==> src/design/fvt_pkg.sv <==
`timescale 1ns / 1ps
// Package for the six-plane frustum visibility test: question kinds, widths
// and the item record that travels down the row of plane cells. No dependencies.
package fvt_pkg;

  // Number of plane registers on the configuration port.
  localparam int REG_COUNT = 6;
  // Width of the configuration register index.
  localparam int CFG_IDX_W = 3;
  // Width of one packed plane register.
  localparam int PLANE_W = 64;
  // Default number of planes tested.
  localparam int PLANE_COUNT_DEF = 6;

  // Coordinate widths: Q12.4 inputs, one bit wider after centre +/- half-width.
  localparam int COORD_W = 16;
  localparam int CORNER_W = 17;
  localparam int EXT_W = 15;
  // Q1.15 normal component.
  localparam int NORM_W = 16;
  // Product of a normal and a corner coordinate, 19 fraction bits.
  localparam int PROD_W = NORM_W + CORNER_W;
  // Plane sum: three products plus scaled distance and radius, with headroom.
  localparam int SUM_W = 36;
  // Shift that brings Q12.4 up to 19 fraction bits.
  localparam int FRAC_SHIFT = 15;

  // Question kinds.
  typedef enum logic [1:0] {
    KIND_POINT  = 2'd0,
    KIND_SPHERE = 2'd1,
    KIND_BOX    = 2'd2,
    KIND_CUBE   = 2'd3
  } fvt_kind_t;

  // One item in flight. For a box or a cube, qhi and qlo hold the larger and
  // smaller coordinate on each axis; for a point or a sphere both hold the centre.
  typedef struct packed {
    fvt_kind_t                    kind;
    logic [2:0][CORNER_W-1:0]     qhi;
    logic [2:0][CORNER_W-1:0]     qlo;
    logic [EXT_W-1:0]             ext;
    logic                         vis;
  } fvt_item_t;

endpackage

==> src/design/fvt_cell.sv <==
`timescale 1ns / 1ps
// One plane cell of the frustum test: multiplies the best corner by the plane
// normal, then sums, compares and folds the result into the visible flag.
// Depends on fvt_pkg.
module fvt_cell (
  input  logic                          clk,
  input  logic                          rst_n,
  input  logic [fvt_pkg::PLANE_W-1:0]   plane,
  input  logic                          up_valid,
  output logic                          up_ready,
  input  fvt_pkg::fvt_item_t            up_item,
  output logic                          dn_valid,
  input  logic                          dn_ready,
  output fvt_pkg::fvt_item_t            dn_item
);
  import fvt_pkg::*;

  logic                          a_valid_r, a_valid_nxt, a_ready;
  fvt_item_t                     a_item_r;
  logic signed [PROD_W-1:0]      a_prod_r [3];
  logic signed [PROD_W-1:0]      prod_nxt [3];
  logic                          b_valid_r, b_valid_nxt, b_ready;
  fvt_item_t                     b_item_r, b_item_nxt;
  logic signed [NORM_W-1:0]      n_k;
  logic signed [CORNER_W-1:0]    q_k;
  logic signed [COORD_W-1:0]     plane_d;
  logic signed [SUM_W-1:0]       sum;
  logic signed [SUM_W-1:0]       dist_term;
  logic signed [SUM_W-1:0]       ext_term;

  // Multiply stage: on each axis take the corner coordinate that pushes n.q
  // furthest forward, which makes the best corner of the box.
  always_comb begin
    for (int k = 0; k < 3; k++) begin
      n_k = plane[NORM_W*(3-k) + NORM_W-1 -: NORM_W];
      q_k = n_k[NORM_W-1] ? $signed(up_item.qlo[k]) : $signed(up_item.qhi[k]);
      prod_nxt[k] = PROD_W'(n_k) * PROD_W'(q_k);
    end
  end

  assign a_ready     = !a_valid_r || b_ready;
  assign a_valid_nxt = a_ready ? up_valid : a_valid_r;
  assign up_ready    = a_ready;

  always_ff @(posedge clk) begin
    if (!rst_n) begin
      a_valid_r <= 1'b0;
    end else begin
      a_valid_r <= a_valid_nxt;
    end
  end

  always_ff @(posedge clk) begin
    if (a_ready && up_valid) begin
      a_item_r <= up_item;
      for (int k = 0; k < 3; k++) begin
        a_prod_r[k] <= prod_nxt[k];
      end
    end
  end

  // Sum stage: n.q + d, plus the radius for a sphere, must be above zero.
  always_comb begin
    plane_d   = plane[COORD_W-1:0];
    dist_term = SUM_W'(plane_d) <<< FRAC_SHIFT;
    ext_term  = (a_item_r.kind == KIND_SPHERE) ?
                SUM_W'({a_item_r.ext, {FRAC_SHIFT{1'b0}}}) : '0;
    sum = SUM_W'(a_prod_r[0]) + SUM_W'(a_prod_r[1]) + SUM_W'(a_prod_r[2])
        + dist_term + ext_term;
    b_item_nxt     = a_item_r;
    b_item_nxt.vis = a_item_r.vis && (sum > 0);
  end

  assign b_ready     = !b_valid_r || dn_ready;
  assign b_valid_nxt = b_ready ? a_valid_r : b_valid_r;

  always_ff @(posedge clk) begin
    if (!rst_n) begin
      b_valid_r <= 1'b0;
    end else begin
      b_valid_r <= b_valid_nxt;
    end
  end

  always_ff @(posedge clk) begin
    if (b_ready && a_valid_r) begin
      b_item_r <= b_item_nxt;
    end
  end

  assign dn_valid = b_valid_r;
  assign dn_item  = b_item_r;

endmodule

==> config.mk <==
export PLATFORM = sky130hd
export DESIGN_NAME = fvt_cell
export DESIGN_NICKNAME = d
export VERILOG_FILES = /design/src/design/fvt_pkg.sv /design/src/design/fvt_cell.sv
export SDC_FILE = /design/constraint.sdc
export NUM_CORES = 2
export LEC_CHECK = 0
export BUFFER_PORTS_ARGS = -buffer_cell sky130_fd_sc_hd__buf_2
export CORE_MARGIN = 4
export CORE_UTILIZATION = 35
export DETAILED_ROUTE_END_ITERATION = 8
export GPL_TIMING_DRIVEN = 0
export SETUP_SLACK_MARGIN = 0.1
export SLEW_MARGIN = 25
export SYNTH_ARGS = -nofsm -noshare
export SYNTH_HDL_FRONTEND = slang
export SYNTH_SLANG_ARGS = --single-unit
export TNS_END_PERCENT = 20
==> constraint.sdc <==
create_clock -name clk -period 12.41 [get_ports clk]
set_input_delay 1.8615 -clock clk [delete_from_list [all_inputs] [get_ports clk]]
set_output_delay 1.8615 -clock clk [all_outputs]
set_load 0.005 [all_outputs]
==> results.json <==
{
  "max_freq_mhz": 106,
  "final-instance-count-excl-fill": 6442,
  "die_area_um2": 137000,
  "tns_ns": 0,
  "rsz0062_at_grt": "no",
  "htreeDepth": 2,
  "async_reset_ff_share_pct": 0,
  "grt_pass1_vias": 33000,
  "insertion_delay_ns": 0.64,
  "ys_seq_elements": 341,
  "hpwl_um": 103000,
  "first_pass_iters": 7,
  "netlist_top_cells_area": "fa_1 (39%), edfxtp_1 (22%), ha_1 (8.6%), inv_1 (8.3%), and2_1 (4.9%)",
  "drt_wl_total_um": 120000,
  "vias": 30700,
  "yosys-top-cells-count": "inv_1 (1020), fa_1 (896), nand2_1 (441)",
  "finalCriticalPeriod_ns": 9.45,
  "port_buffers": 299,
  "drt_iter0_drc": 1698,
  "clk_root_buffer_cell": "clkbuf_16",
  "netlist_area_um2": 45900,
  "relSlewSlack_pct": 37.6,
  "syn_avg_cell_area_um2": 10.6,
  "synth_cell_types": 75,
  "yosysWarnings": 0,
  "post-route-util_pct": 39.5,
  "holdWs_ns": 0.392,
  "placed_cells": 6358,
  "hold_path_class": "flop to flop",
  "cp.arrival_ns": 9.82,
  "synth_edf_count": 339,
  "hold_violations": 0,
  "yosysTopAreaCell": "fa_1",
  "crit_required_ns": 12.78,
  "route.met3.wl_um": 8270,
  "start_util_pct": 35.3,
  "die-height_um": 370,
  "synthesis.nets": 5707,
  "clock_path_buffers": 3,
  "min_period_over_period_pct": 76.2,
  "wl_met1_um": 51500,
  "cts-buffers-inserted": 44,
  "cts_hold_buf": 0,
  "area_delta_synth_final_pct": 11.8,
  "final_nets": 6062,
  "postCtsResizedCells": 0,
  "skew_ns": 0.0409,
  "ys_seq_area_share_pct": 22.3,
  "grt_usage_pct": 18.0,
  "clk_pin_slew_worst_paths_ns": 0.06,
  "drv_cap": 0,
  "pin_count": 310,
  "worst_pin_slew_ns": 0.910,
  "maxUsedRoutingLayer": "met5",
  "startpoint_type": "input pin",
  "cts_tree": "yes",
  "viasPerCell": 4.76,
  "yosysTopAreaCellShare_pct": 39.1,
  "fillers": 12800,
  "cts.sinks": 341,
  "dr_wl_met2_um": 56900,
  "yosys_most_used_dff": "edfxtp_1",
  "drive_gt1_share_pct": 9.57,
  "grt_pass1_wl_um": 190000,
  "wire_per_inst_um": 18.6,
  "drc": 0,
  "slew_violations": 0,
  "cp_max_fo": 10,
  "finalSetupViolations": 0,
  "worstSetupPathType": "input pin to flop",
  "core-area_um2": 130000,
  "status": "finished clean",
  "synthCells": 4307,
  "rows": 132,
  "overflow": 0,
  "antenna_found_initial": 16,
  "die_w_um": 370,
  "synth.most_common_cell": "inv_1",
  "ant_nets": 0,
  "postCtsSetupBuffers": 0,
  "ff2ff_setup_slack_ns": 6.18,
  "place.gp.congestion": 0.916,
  "grt_max_degree": 52,
  "critPathCaptureType": "flop"
}
state kept, by name, indices dropped and copies added (netlist names):
signal     count
a_item_r     120
dn_item      120
a_prod_r      99
a_valid_r      1
dn_valid       1
layer usage:
metal	global-route usage, %	vias to the layer above
li1	-	13900
met1	24.3	15800
met2	29.7	830
met3	3.62	150
met4	4.54	2
met5	0	-
cell usage in the layout (no fill, tap or decap), types with 26 or more instances in the layout:
cell	n
clkbuf_1	122
clkbuf_16	44
edfxtp_1	339
xnor2_1	95
a21oi_1	84
fa_1	896
o21ai_0	55
a21o_1	51
nand2b_1	34
o21a_1	27
nand2_1	441
nor2_1	104
xor2_1	26
nor2b_1	48
ha_1	316
nand3_1	27
buf_2	301
mux2_2	49
inv_1	1020
and2_1	355
cells by family after synthesis:
family	count (synthesis)	synth area share, %
fa+ha+maj	1212	47.7
buf+inv	1151	9.46
simple gates	1079	11.7
compound gates	347	5.17
flops	341	22.3
xor+xnor	121	2.31
mux	56	1.36
cell type report:
class | count | area (um2) | share of cell area, %
multi-input cells | 2815 | 31300 | 61.1
inverters | 1020 | 3830 | 7.47
clock buffers | 47 | 1110 | 2.17
well taps | 1742 | 2180 | 4.25
flip-flops and latches | 341 | 10200 | 19.9
diodes | 7 | 17.5 | 0.0342
clock inverters | 30 | 340 | 0.664
plain buffers | 131 | 508 | 0.991
repair buffers | 309 | 1750 | 3.41
path summary, 6_finish.rpt:
path	cells after the start	endpoint	startpoint
setup / recovery	23	a_prod_r[0][65]	plane[47]
hold / removal	0	dn_item[29]	a_item_r[29]
setup reg to reg	21	dn_item[0]	a_item_r[119]
hold reg to reg	0	dn_item[29]	a_item_r[29]
critical path, stage by stage:
cell and delay [ns]:
buf_2 0.13, clkbuf_1 0.55, mux2_2 0.48, clkbuf_1 0.27, nand2_1 0.19, inv_1 0.10
fa_1 0.66, fa_1 0.88, fa_1 0.53, fa_1 0.51, fa_1 0.49, inv_1 0.05
fa_1 0.47, inv_1 0.05, ha_1 0.30, inv_1 0.14, o21bai_1 0.11, or3_1 0.36
o21ai_0 0.50, nor3_1 0.13, a2111oi_0 0.70, a21oi_1 0.18, xnor2_1 0.19
metrics by stage:
step           area (um2)  worst slack [ns]
4_1_cts             51300              2.92
3_3_place_gp        49500             0.216
3_5_place_dp        49800              2.25
5_1_grt             51300              2.55
6_report            51300              2.96
2_1_floorplan       45900              3.70
Power is left out: the tool's default activity adds up to more than one toggle a clock period on the data nets, which glitch-free logic cannot reach.
